`src/hw/rtl/frtl_pkg.sv`:
```
// Shared types and constants of the flow route table lookup block.
package frtl_pkg;

    // Table geometry
    localparam int TABLE_DEPTH = 64;
    localparam int IDX_W       = $clog2(TABLE_DEPTH);

    // Field widths
    localparam int PORT_W  = 8;
    localparam int FLOW_W  = 32;
    localparam int CFG_W   = 32;
    localparam int CFG_IDX_W = 1;

    // Register reset values
    localparam logic [PORT_W-1:0] WC_PORT_RST = '1;
    localparam logic [FLOW_W-1:0] WC_FLOW_RST = '1;

    // Configuration register indexes
    localparam logic [CFG_IDX_W-1:0] CFG_WILDCARD_PORT = 1'b0;
    localparam logic [CFG_IDX_W-1:0] CFG_WILDCARD_FLOW = 1'b1;

    // Command codes
    typedef enum logic {
        OP_INSERT = 1'b0,
        OP_LOOKUP = 1'b1
    } t_op;

    // Result status codes
    typedef enum logic [2:0] {
        ST_OK      = 3'd0,
        ST_EMPTY   = 3'd1,
        ST_NO_PORT = 3'd2,
        ST_NO_FLOW = 3'd3,
        ST_FULL    = 3'd4
    } t_status;

    // Input transaction payload
    typedef struct packed {
        logic              opcode;
        logic [PORT_W-1:0] in_port;
        logic [FLOW_W-1:0] flow_key;
        logic [PORT_W-1:0] route_port;
    } t_in;

    // Output transaction payload
    typedef struct packed {
        logic [PORT_W-1:0] out_port;
        t_status           status;
    } t_out;

    // Classified command queued between front and engine
    typedef struct packed {
        t_op               op;
        logic [PORT_W-1:0] in_port;
        logic [FLOW_W-1:0] flow_key;
        logic [PORT_W-1:0] route_port;
    } t_cmd;

    // One table slot
    typedef struct packed {
        logic              valid;
        logic [PORT_W-1:0] in_port;
        logic [FLOW_W-1:0] flow;
        logic [PORT_W-1:0] out_port;
    } t_entry;

endpackage

```
`src/hw/rtl/frtl_front.sv`:
```
// Front end: accepts input transactions, decodes them and queues commands.
module frtl_front (
    input  logic            i_clk,
    input  logic            i_rst_n,
    input  logic            i_in_valid,
    input  frtl_pkg::t_in   i_in,
    output logic            o_in_stall,
    input  logic            i_clearing,
    input  logic            i_pop,
    output logic            o_q_valid,
    output frtl_pkg::t_cmd  o_q_cmd
);
    import frtl_pkg::*;

    t_cmd       r_slot [2];
    logic       r_wr_ptr;
    logic       r_rd_ptr;
    logic [1:0] r_count;

    logic       push;
    logic       pop;
    t_cmd       dec_cmd;

    // Decode the opcode into a command
    always_comb begin
        dec_cmd.op         = i_in.opcode ? OP_LOOKUP : OP_INSERT;
        dec_cmd.in_port    = i_in.in_port;
        dec_cmd.flow_key   = i_in.flow_key;
        dec_cmd.route_port = i_in.route_port;
    end

    // Hold off new transactions while full or while the table is being cleared
    assign o_in_stall = (r_count == 2'd2) || i_clearing;
    assign push       = i_in_valid && !o_in_stall;
    assign pop        = i_pop && o_q_valid;
    assign o_q_valid  = (r_count != 2'd0);
    assign o_q_cmd    = r_slot[r_rd_ptr];

    // Two-entry command queue
    always_ff @(posedge i_clk) begin
        if (!i_rst_n) begin
            r_wr_ptr <= 1'b0;
            r_rd_ptr <= 1'b0;
            r_count  <= 2'd0;
        end else begin
            if (push) begin
                r_wr_ptr <= ~r_wr_ptr;
            end
            if (pop) begin
                r_rd_ptr <= ~r_rd_ptr;
            end
            unique case ({push, pop})
                2'b10:   r_count <= r_count + 2'd1;
                2'b01:   r_count <= r_count - 2'd1;
                default: r_count <= r_count;
            endcase
        end
    end

    // Queue storage
    always_ff @(posedge i_clk) begin
        if (push) begin
            r_slot[r_wr_ptr] <= dec_cmd;
        end
    end

endmodule

```
`src/hw/rtl/frtl_engine.sv`:
```
// Back end: table storage, sequential scan, insert/lookup resolution, output register.
module frtl_engine (
    input  logic                               i_clk,
    input  logic                               i_rst_n,
    input  logic                               i_cfg_valid,
    input  logic [frtl_pkg::CFG_IDX_W-1:0]     i_cfg_index,
    input  logic [frtl_pkg::CFG_W-1:0]         i_cfg_data,
    input  logic                               i_q_valid,
    input  frtl_pkg::t_cmd                     i_q_cmd,
    output logic                               o_pop,
    output logic                               o_clearing,
    output logic                               o_out_valid,
    output frtl_pkg::t_out                     o_out,
    input  logic                               i_out_stall
);
    import frtl_pkg::*;

    typedef enum logic [2:0] {
        S_CLEAR,
        S_IDLE,
        S_SCAN,
        S_DRAIN,
        S_RESULT
    } t_state;

    localparam logic [IDX_W-1:0] LAST_IDX = IDX_W'(TABLE_DEPTH - 1);

    // Table memory
    t_entry r_mem [TABLE_DEPTH];
    t_entry r_mem_q;

    t_state            r_state;
    logic [IDX_W-1:0]  r_addr;
    logic [IDX_W-1:0]  r_rd_idx;
    logic              r_rd_vld;
    t_cmd              r_cmd;
    logic [PORT_W-1:0] r_wc_port;
    logic [FLOW_W-1:0] r_wc_flow;

    // Scan results
    logic              r_any;
    logic              r_grp_ex;
    logic              r_grp_wc;
    logic              r_hit_exex;
    logic              r_hit_exwf;
    logic              r_hit_wcex;
    logic              r_hit_wcwf;
    logic [PORT_W-1:0] r_port_exex;
    logic [PORT_W-1:0] r_port_exwf;
    logic [PORT_W-1:0] r_port_wcex;
    logic [PORT_W-1:0] r_port_wcwf;
    logic [IDX_W-1:0]  r_match_idx;
    logic              r_free;
    logic [IDX_W-1:0]  r_free_idx;

    logic              r_out_valid;
    t_out              r_out;

    // Per-entry compares
    logic              e_port_ex;
    logic              e_port_wc;
    logic              e_flow_ex;
    logic              e_flow_wc;

    // Memory write port
    logic              mem_we;
    logic [IDX_W-1:0]  mem_waddr;
    t_entry            mem_wdata;

    // Result decision
    logic              load_out;
    t_out              res;
    logic              ins_we;
    logic [IDX_W-1:0]  ins_idx;

    assign e_port_ex = r_mem_q.valid && (r_mem_q.in_port == r_cmd.in_port);
    assign e_port_wc = r_mem_q.valid && (r_mem_q.in_port == r_wc_port);
    assign e_flow_ex = (r_mem_q.flow == r_cmd.flow_key);
    assign e_flow_wc = (r_mem_q.flow == r_wc_flow);

    assign load_out = (r_state == S_RESULT) && (!r_out_valid || !i_out_stall);

    // Resolve the finished scan into a result and, for inserts, a slot write
    always_comb begin
        res.out_port = '0;
        res.status   = ST_OK;
        ins_we       = 1'b0;
        ins_idx      = r_match_idx;
        if (r_cmd.op == OP_INSERT) begin
            if (r_hit_exex) begin
                ins_we  = 1'b1;
                ins_idx = r_match_idx;
            end else if (r_free) begin
                ins_we  = 1'b1;
                ins_idx = r_free_idx;
            end else begin
                res.status = ST_FULL;
            end
        end else begin
            priority if (!r_any) begin
                res.status = ST_EMPTY;
            end else if (r_grp_ex) begin
                priority if (r_hit_exex) begin
                    res.out_port = r_port_exex;
                end else if (r_hit_exwf) begin
                    res.out_port = r_port_exwf;
                end else begin
                    res.status = ST_NO_FLOW;
                end
            end else if (r_grp_wc) begin
                priority if (r_hit_wcex) begin
                    res.out_port = r_port_wcex;
                end else if (r_hit_wcwf) begin
                    res.out_port = r_port_wcwf;
                end else begin
                    res.status = ST_NO_FLOW;
                end
            end else begin
                res.status = ST_NO_PORT;
            end
        end
    end

    // Memory write mux: clearing sweep or insert commit
    always_comb begin
        mem_we    = 1'b0;
        mem_waddr = r_addr;
        mem_wdata = '0;
        if (r_state == S_CLEAR) begin
            mem_we = 1'b1;
        end else if (load_out && ins_we) begin
            mem_we              = 1'b1;
            mem_waddr           = ins_idx;
            mem_wdata.valid     = 1'b1;
            mem_wdata.in_port   = r_cmd.in_port;
            mem_wdata.flow      = r_cmd.flow_key;
            mem_wdata.out_port  = r_cmd.route_port;
        end
    end

    // Table memory, registered read
    always_ff @(posedge i_clk) begin
        if (mem_we) begin
            r_mem[mem_waddr] <= mem_wdata;
        end
        r_mem_q <= r_mem[r_addr];
    end

    assign o_pop       = (r_state == S_IDLE) && i_q_valid;
    assign o_clearing  = (r_state == S_CLEAR);
    assign o_out_valid = r_out_valid;
    assign o_out       = r_out;

    // Sequencer, scan accumulators, config registers and output register
    always_ff @(posedge i_clk) begin
        if (!i_rst_n) begin
            r_state     <= S_CLEAR;
            r_addr      <= '0;
            r_rd_vld    <= 1'b0;
            r_wc_port   <= WC_PORT_RST;
            r_wc_flow   <= WC_FLOW_RST;
            r_out_valid <= 1'b0;
        end else begin
            // Configuration writes
            if (i_cfg_valid) begin
                unique case (i_cfg_index)
                    CFG_WILDCARD_PORT: r_wc_port <= i_cfg_data[PORT_W-1:0];
                    CFG_WILDCARD_FLOW: r_wc_flow <= i_cfg_data[FLOW_W-1:0];
                    default:           r_wc_port <= r_wc_port;
                endcase
            end

            // Output slot
            if (load_out) begin
                r_out_valid <= 1'b1;
                r_out       <= res;
            end else if (!i_out_stall) begin
                r_out_valid <= 1'b0;
            end

            // Accumulate one entry per cycle, in the cycle after its read address
            if (r_rd_vld) begin
                if (r_mem_q.valid) begin
                    r_any <= 1'b1;
                end
                if (e_port_ex) begin
                    r_grp_ex <= 1'b1;
                end
                if (e_port_wc) begin
                    r_grp_wc <= 1'b1;
                end
                if (e_port_ex && e_flow_ex && !r_hit_exex) begin
                    r_hit_exex  <= 1'b1;
                    r_port_exex <= r_mem_q.out_port;
                    r_match_idx <= r_rd_idx;
                end
                if (e_port_ex && e_flow_wc && !r_hit_exwf) begin
                    r_hit_exwf  <= 1'b1;
                    r_port_exwf <= r_mem_q.out_port;
                end
                if (e_port_wc && e_flow_ex && !r_hit_wcex) begin
                    r_hit_wcex  <= 1'b1;
                    r_port_wcex <= r_mem_q.out_port;
                end
                if (e_port_wc && e_flow_wc && !r_hit_wcwf) begin
                    r_hit_wcwf  <= 1'b1;
                    r_port_wcwf <= r_mem_q.out_port;
                end
                if (!r_mem_q.valid && !r_free) begin
                    r_free     <= 1'b1;
                    r_free_idx <= r_rd_idx;
                end
            end

            unique case (r_state)
                S_CLEAR: begin
                    r_addr <= (r_addr == LAST_IDX) ? '0 : r_addr + IDX_W'(1);
                    if (r_addr == LAST_IDX) begin
                        r_state <= S_IDLE;
                    end
                end
                S_IDLE: begin
                    if (i_q_valid) begin
                        r_cmd      <= i_q_cmd;
                        r_addr     <= '0;
                        r_any      <= 1'b0;
                        r_grp_ex   <= 1'b0;
                        r_grp_wc   <= 1'b0;
                        r_hit_exex <= 1'b0;
                        r_hit_exwf <= 1'b0;
                        r_hit_wcex <= 1'b0;
                        r_hit_wcwf <= 1'b0;
                        r_free     <= 1'b0;
                        r_state    <= S_SCAN;
                    end
                end
                S_SCAN: begin
                    r_rd_vld <= 1'b1;
                    r_rd_idx <= r_addr;
                    r_addr   <= (r_addr == LAST_IDX) ? '0 : r_addr + IDX_W'(1);
                    if (r_addr == LAST_IDX) begin
                        r_state <= S_DRAIN;
                    end
                end
                S_DRAIN: begin
                    r_rd_vld <= 1'b0;
                    r_state  <= S_RESULT;
                end
                S_RESULT: begin
                    if (load_out) begin
                        r_state <= S_IDLE;
                    end
                end
                default: r_state <= S_IDLE;
            endcase
        end
    end

endmodule

```
`src/hw/rtl/flow_route_table_lookup.sv`:
```
// Top level of the flow route table lookup block.
//
//  channel   direction  handshake                 payload
//  in        input      i_in_valid / o_in_stall   i_in   (t_in)
//  out       output     o_out_valid / i_out_stall o_out  (t_out)
//  cfg       input      i_cfg_valid / o_cfg_ready i_cfg_index, i_cfg_data
//
//  Each transaction scans the whole table through the single memory read port,
//  one slot per cycle. After reset a clearing pass marks every slot free; the
//  input is stalled during it, config writes are taken at all times.
//  A two-entry command queue lets the front accept while the engine scans, and
//  a full output register lets the next scan run while a result waits.
module flow_route_table_lookup (
    input  logic                           i_clk,
    input  logic                           i_rst_n,
    input  logic                           i_in_valid,
    input  frtl_pkg::t_in                  i_in,
    output logic                           o_in_stall,
    output logic                           o_out_valid,
    output frtl_pkg::t_out                 o_out,
    input  logic                           i_out_stall,
    input  logic                           i_cfg_valid,
    output logic                           o_cfg_ready,
    input  logic [frtl_pkg::CFG_IDX_W-1:0] i_cfg_index,
    input  logic [frtl_pkg::CFG_W-1:0]     i_cfg_data
);
    import frtl_pkg::*;

    logic q_valid;
    t_cmd q_cmd;
    logic q_pop;
    logic clearing;

    // Config registers take a write every cycle
    assign o_cfg_ready = 1'b1;

    frtl_front u_front (
        .i_clk      (i_clk),
        .i_rst_n    (i_rst_n),
        .i_in_valid (i_in_valid),
        .i_in       (i_in),
        .o_in_stall (o_in_stall),
        .i_clearing (clearing),
        .i_pop      (q_pop),
        .o_q_valid  (q_valid),
        .o_q_cmd    (q_cmd)
    );

    frtl_engine u_engine (
        .i_clk       (i_clk),
        .i_rst_n     (i_rst_n),
        .i_cfg_valid (i_cfg_valid && o_cfg_ready),
        .i_cfg_index (i_cfg_index),
        .i_cfg_data  (i_cfg_data),
        .i_q_valid   (q_valid),
        .i_q_cmd     (q_cmd),
        .o_pop       (q_pop),
        .o_clearing  (clearing),
        .o_out_valid (o_out_valid),
        .o_out       (o_out),
        .i_out_stall (i_out_stall)
    );

endmodule

```
`config.mk`:
```
export PLATFORM = sky130hd
export DESIGN_NAME = flow_route_table_lookup
export DESIGN_NICKNAME = d
export VERILOG_FILES = /design/src/hw/rtl/frtl_pkg.sv /design/src/hw/rtl/frtl_front.sv /design/src/hw/rtl/frtl_engine.sv /design/src/hw/rtl/flow_route_table_lookup.sv
export SDC_FILE = /design/constraint.sdc
export NUM_CORES = 2
export LEC_CHECK = 0
export ABC_AREA = 1
export BUFFER_PORTS_ARGS = -buffer_cell sky130_fd_sc_hd__buf_2
export CORE_UTILIZATION = 50
export CTS_BUF_LIST = sky130_fd_sc_hd__clkbuf_8
export DETAILED_ROUTE_END_ITERATION = 10
export GPL_ROUTABILITY_DRIVEN = 0
export PLACE_DENSITY = 0.65
export SETUP_SLACK_MARGIN = 0.15
export SLEW_MARGIN = 20
export SYNTH_ARGS = -nofsm -noshare
export SYNTH_HDL_FRONTEND = slang
export SYNTH_SLANG_ARGS = --single-unit
```
`constraint.sdc`:
```
create_clock -name i_clk -period 11.5 [get_ports i_clk]
set_clock_uncertainty 0.15 [all_clocks]
set_input_delay 1.15 -clock i_clk [delete_from_list [all_inputs] [get_ports i_clk]]
set_output_delay 1.15 -clock i_clk [all_outputs]
set_load 0.02 [all_outputs]
```
==> results summary <==
In this run, post-CTS hold repair placed 0 buffers. The die area is between 0.2 and 0.3 mm². The number of distinct library cells after synthesis came out at 38. The count of buffers from port buffering is a little under 100.

The number of buffers added by the clock tree synthesis step came out at between 500 and 600. In the layout the commonest cells are 3795 x nand2_1, 3352 x edfxtp_1, 1796 x inv_1, 1306 x nand3_1, 1284 x nor2_1. The share of post-route cells with drive strength above 1 is 0.0840. The clock transition at the registers of the reported paths came out at 0.07 ns. The final HPWL from detailed placement came out at about 230000 µm.

The number of warning messages in the yosys log came out at 0. Once detail routing completed, the nets flagged for antenna violations numbered 0. The initial standard-cell utilization of the core came out at 0.502. The maximum number of pins on one net before global-route repair came out at roughly 210. The share of total power consumed by net switching came out at 0.283. The worst hold path belongs to the class in -> reg. The final number of max-transition violations is 0. The worst endpoint required time is 12.29 ns.

The first-pass GRT wire length is 611000 µm. The total leakage power is 64.7 nW. The average cell area after synthesis came out at roughly 11 µm². The worst setup path is captured at a flip-flop. Synthesis produced a netlist whose cell count is between 10000 and 15000. The insertion delay of the later-clocked pin in the worst-skew pair came out at approximately 1.1 ns. The total wire length after detailed routing came out at between 400000 and 500000 µm.

The routed wirelength normalized by instance count is about 24 µm. Data on the critical path arrives at its endpoint at 6.61 ns. The total setup violations reported at the end of the flow is 0. The residual overflow from global routing came out at 0.

The maximum single-stage delay on the critical path is around 0.9 ns. The part of the Yosys area used for sequential elements came out at 0.711. The transition time at the pin with the least slew margin came out at between 1 and 1.5 ns. The placeable core area came out at 0.288 mm².

The final total power came out at 27.6 mW. The die is between 500 and 600 µm tall. The die extent in x came out at between 500 and 600 µm. The first detailed-routing pass ran for 7 iterations. The switching power summed over all nets came out at 7.81 mW. When the netlist entered floorplanning its net count stood at approximately 13000.

The area of the mapped netlist is 0.145 mm². The category of the most critical setup path is reg -> reg. The post-synthesis compound-gate area fraction is 0.0367. The number of endpoints with negative hold slack in the final report came out at 0. The total clock sinks came out at 3456. The cell count after placement is approximately 17000. The total negative setup slack is 0 ns.

The remaining max-slew budget at the tightest pin came out at 0.209. The area of all placed cells without fillers came out at between 0.15 and 0.2 mm². The count of pins on the block boundary came out at between 100 and 150.

Of the total synthesized cell area, the portion taken by XOR and XNOR cells is 0.00206. The overall via count from detail_route came out at between 90000 and 100k. The leading cell type in the layout, fill and taps excluded is nand2_1.

The number of DRC violations after detailed-routing iteration 0 is approximately 13000. The run finished with clean final reports. The power per standard cell area came out at approximately 170 mW/mm². The count of nets after finishing came out at 13600.

The placed instance area came out at approximately 0.15 mm². The startpoint kind of the worst setup timing path is a flip-flop. Compared with the post-synthesis result, the final layout area differs by 9.90%. The combinational family with the most area after synthesis is simple AND/OR/NAND/NOR gates. The clock share of power came out at 0.359. Counting flops with a built-in enable in the synthesized netlist gives approximately 3400.

The time the final worst path needs with I/O delays and setup came out at ~5.8 ns. The most numerous cell type found on the critical path is nand2_1. The number of antenna violations at the first check in global routing is 18.

Of the total synthesized cell area, the portion taken by AND, OR, NAND and NOR gates is 0.182. The standard-cell row count came out at between 150 and 200. The number of cells in the finished layout apart from fillers is between 15000 and 20000. Cell internal power was estimated by the tool at 19.8 mW. In the synthesized netlist the dominant register cell turns out to be edfxtp_1.

Traced cell by cell, the critical path runs through buf_4 -> buf_12 -> buf_4 -> buf_4 -> nand2_1 -> nand3_1 -> nand2_1 -> nand2_1 -> nand2_1 -> inv_1 -> nand2_1 -> nand2_1 -> nand2_1 -> inv_1 -> nand2_1. The number of H-tree branching levels came out at 6. The maximum buffer depth of the clock tree came out at 4. The sequential power share came out at 0.518.

The largest vdd supply drop is roughly 110 µV. The combinational share of power came out at 0.123. The number of maximum-capacitance violations is 0. TritonCTS built the clock tree. The worst-path maximum fanout came out at between 150 and 200.

Grouping stages by cell kind, the critical path spends the most delay in buffers and inverters. The via density per instance is 5.56. The root buffer cell chosen for the clock tree is clkbuf_8.

The share of synthesized flip-flops with an asynchronous set or reset came out at 0. Hold is met by approximately 0.13 ns. Setup repair after global routing left no endpoint under its margin. Of the total synthesized cell area, the portion taken by full adders, half adders and majority gates is 0.000173.

For this run, the total global-route usage over all layers was measured as 0.282. The critical path contains buffers and inverters numbering 6 combined. The number of gates resized after CTS is 0. The post-route clock period utilization is 0.506. The number of global-route vias before repair was around 94000. The count of unresolved DRC violations after routing came out at 0. The count of filler cells inserted in the layout is 23900. For this design, the slowest cell found on the critical path is buf_4. Of the post-synthesis cell area, the part taken by muxes is 0. Synthesis inferred around 3500 register bits.

The peak clock frequency supported by timing is around 0.17 GHz. In this run the post-CTS setup repair buffer count came out at 0.
==> final timing paths <==
path	start	end	slack (ns)	cells after the start
worst max register to register	u_engine.r_addr[0]$_SDFFE_PN0P_	u_engine.r_mem_q[12]$_DFF_P_	5.68	15
worst min-delay path	i_in[27]	u_front.r_slot[1][27]$_DFFE_PP_	0.13	1
worst max-delay path	u_engine.r_addr[0]$_SDFFE_PN0P_	u_engine.r_mem_q[12]$_DFF_P_	5.68	15
worst min register to register	u_engine.r_rd_idx[3]$_DFFE_PP_	u_engine.r_match_idx[3]$_DFFE_PP_	0.31	0
==> cell type report <==
cell class | count | area [µm²] | share of cell area
tap | 3781 | 4730 | 0.0298
multi-input combinational | 7567 | 32900 | 0.207
clock inverter | 405 | 1910 | 0.0120
inverter | 1598 | 6050 | 0.0381
sequential | 3456 | 103000 | 0.647
timing repair buffer | 301 | 2150 | 0.0135
clock buffer | 604 | 8310 | 0.0523
antenna | 10 | 25.0 | 0.000158
==> cells by family after synthesis <==
kind of cell / after synthesis
AND/OR/NAND/NOR: 6554
adder cells (fa/ha/maj): 2
XOR/XNOR: 34
flip-flops: 3456
other: 1
AO/OA/AOI/OAI: 976
buffers and inverters: 2290
==> routing by layer <==
metal,share of wire,GRT usage
met3,0.12,0.0663
met5,0.00013,0
met2,0.45,0.429
met4,0.032,0.101
met1,0.40,0.397
==> sequential cells by signal, summed over array words and instances, names as in the netlist, 2 cells and up <==
signal	cells
u_engine.r_wc_flow	32
u_engine.r_wc_port	8
u_front.r_count	2
u_engine.r_port_exex	8
u_engine.r_port_wcex	8
u_engine.o_out	11
u_engine.r_rd_idx	6
u_engine.r_addr	6
u_engine.r_match_idx	6
u_engine.r_state	3
u_engine.r_port_exwf	8
u_engine.r_cmd	49
u_engine.r_mem	3136
u_engine.r_free_idx	6
u_engine.r_port_wcwf	8
u_front.r_slot	98
u_engine.r_mem_q	49
==> metrics by stage <==
stage          utilization  setup slack (ns)
6_report             0.552              5.68
5_1_grt              0.552              5.55
4_1_cts              0.552              5.95
3_5_place_dp         0.516              5.95
3_3_place_gp         0.516              6.01
2_1_floorplan            -              6.53
==> cell usage after synthesis, types with 3 or more instances <==
cell | instances | area share
a21oi_1 | 145 | 0.0050
buf_1 | 106 | 0.0028
buf_2 | 176 | 0.0061
buf_4 | 52 | 0.0027
buf_6 | 96 | 0.0075
buf_8 | 3 | 0.00031
clkbuf_1 | 259 | 0.0067
clkinv_1 | 5 | 0.00013
dfxtp_1 | 104 | 0.014
edfxtp_1 | 3352 | 0.70
inv_1 | 1581 | 0.041
inv_2 | 11 | 0.00029
nand2_1 | 3796 | 0.099
nand2_2 | 17 | 0.00074
nand3_1 | 1306 | 0.045
nand4_1 | 3 | 0.00013
nor2_1 | 1401 | 0.036
nor2_2 | 4 | 0.00017
nor3_1 | 10 | 0.00035
o211ai_1 | 152 | 0.0079
o21ai_0 | 560 | 0.019
o21ai_1 | 111 | 0.0038
or2_2 | 14 | 0.00061
xnor2_1 | 32 | 0.0019
==> power groups by stage <==
| stage | combinational [mW] | sequential [mW] | clock, mW |
|---|---|---|---|
| after floorplan | 2.33 | 14.2 | 0 |
| after detailed placement | 3.30 | 14.5 | 0 |
| final | 3.38 | 14.3 | 9.91 |
| after CTS | 3.32 | 14.3 | 10.0 |
| after global placement | 3.28 | 14.5 | 0 |
| after global routing | 3.69 | 14.3 | 10.5 |
Power figures use the tool's default switching activity.
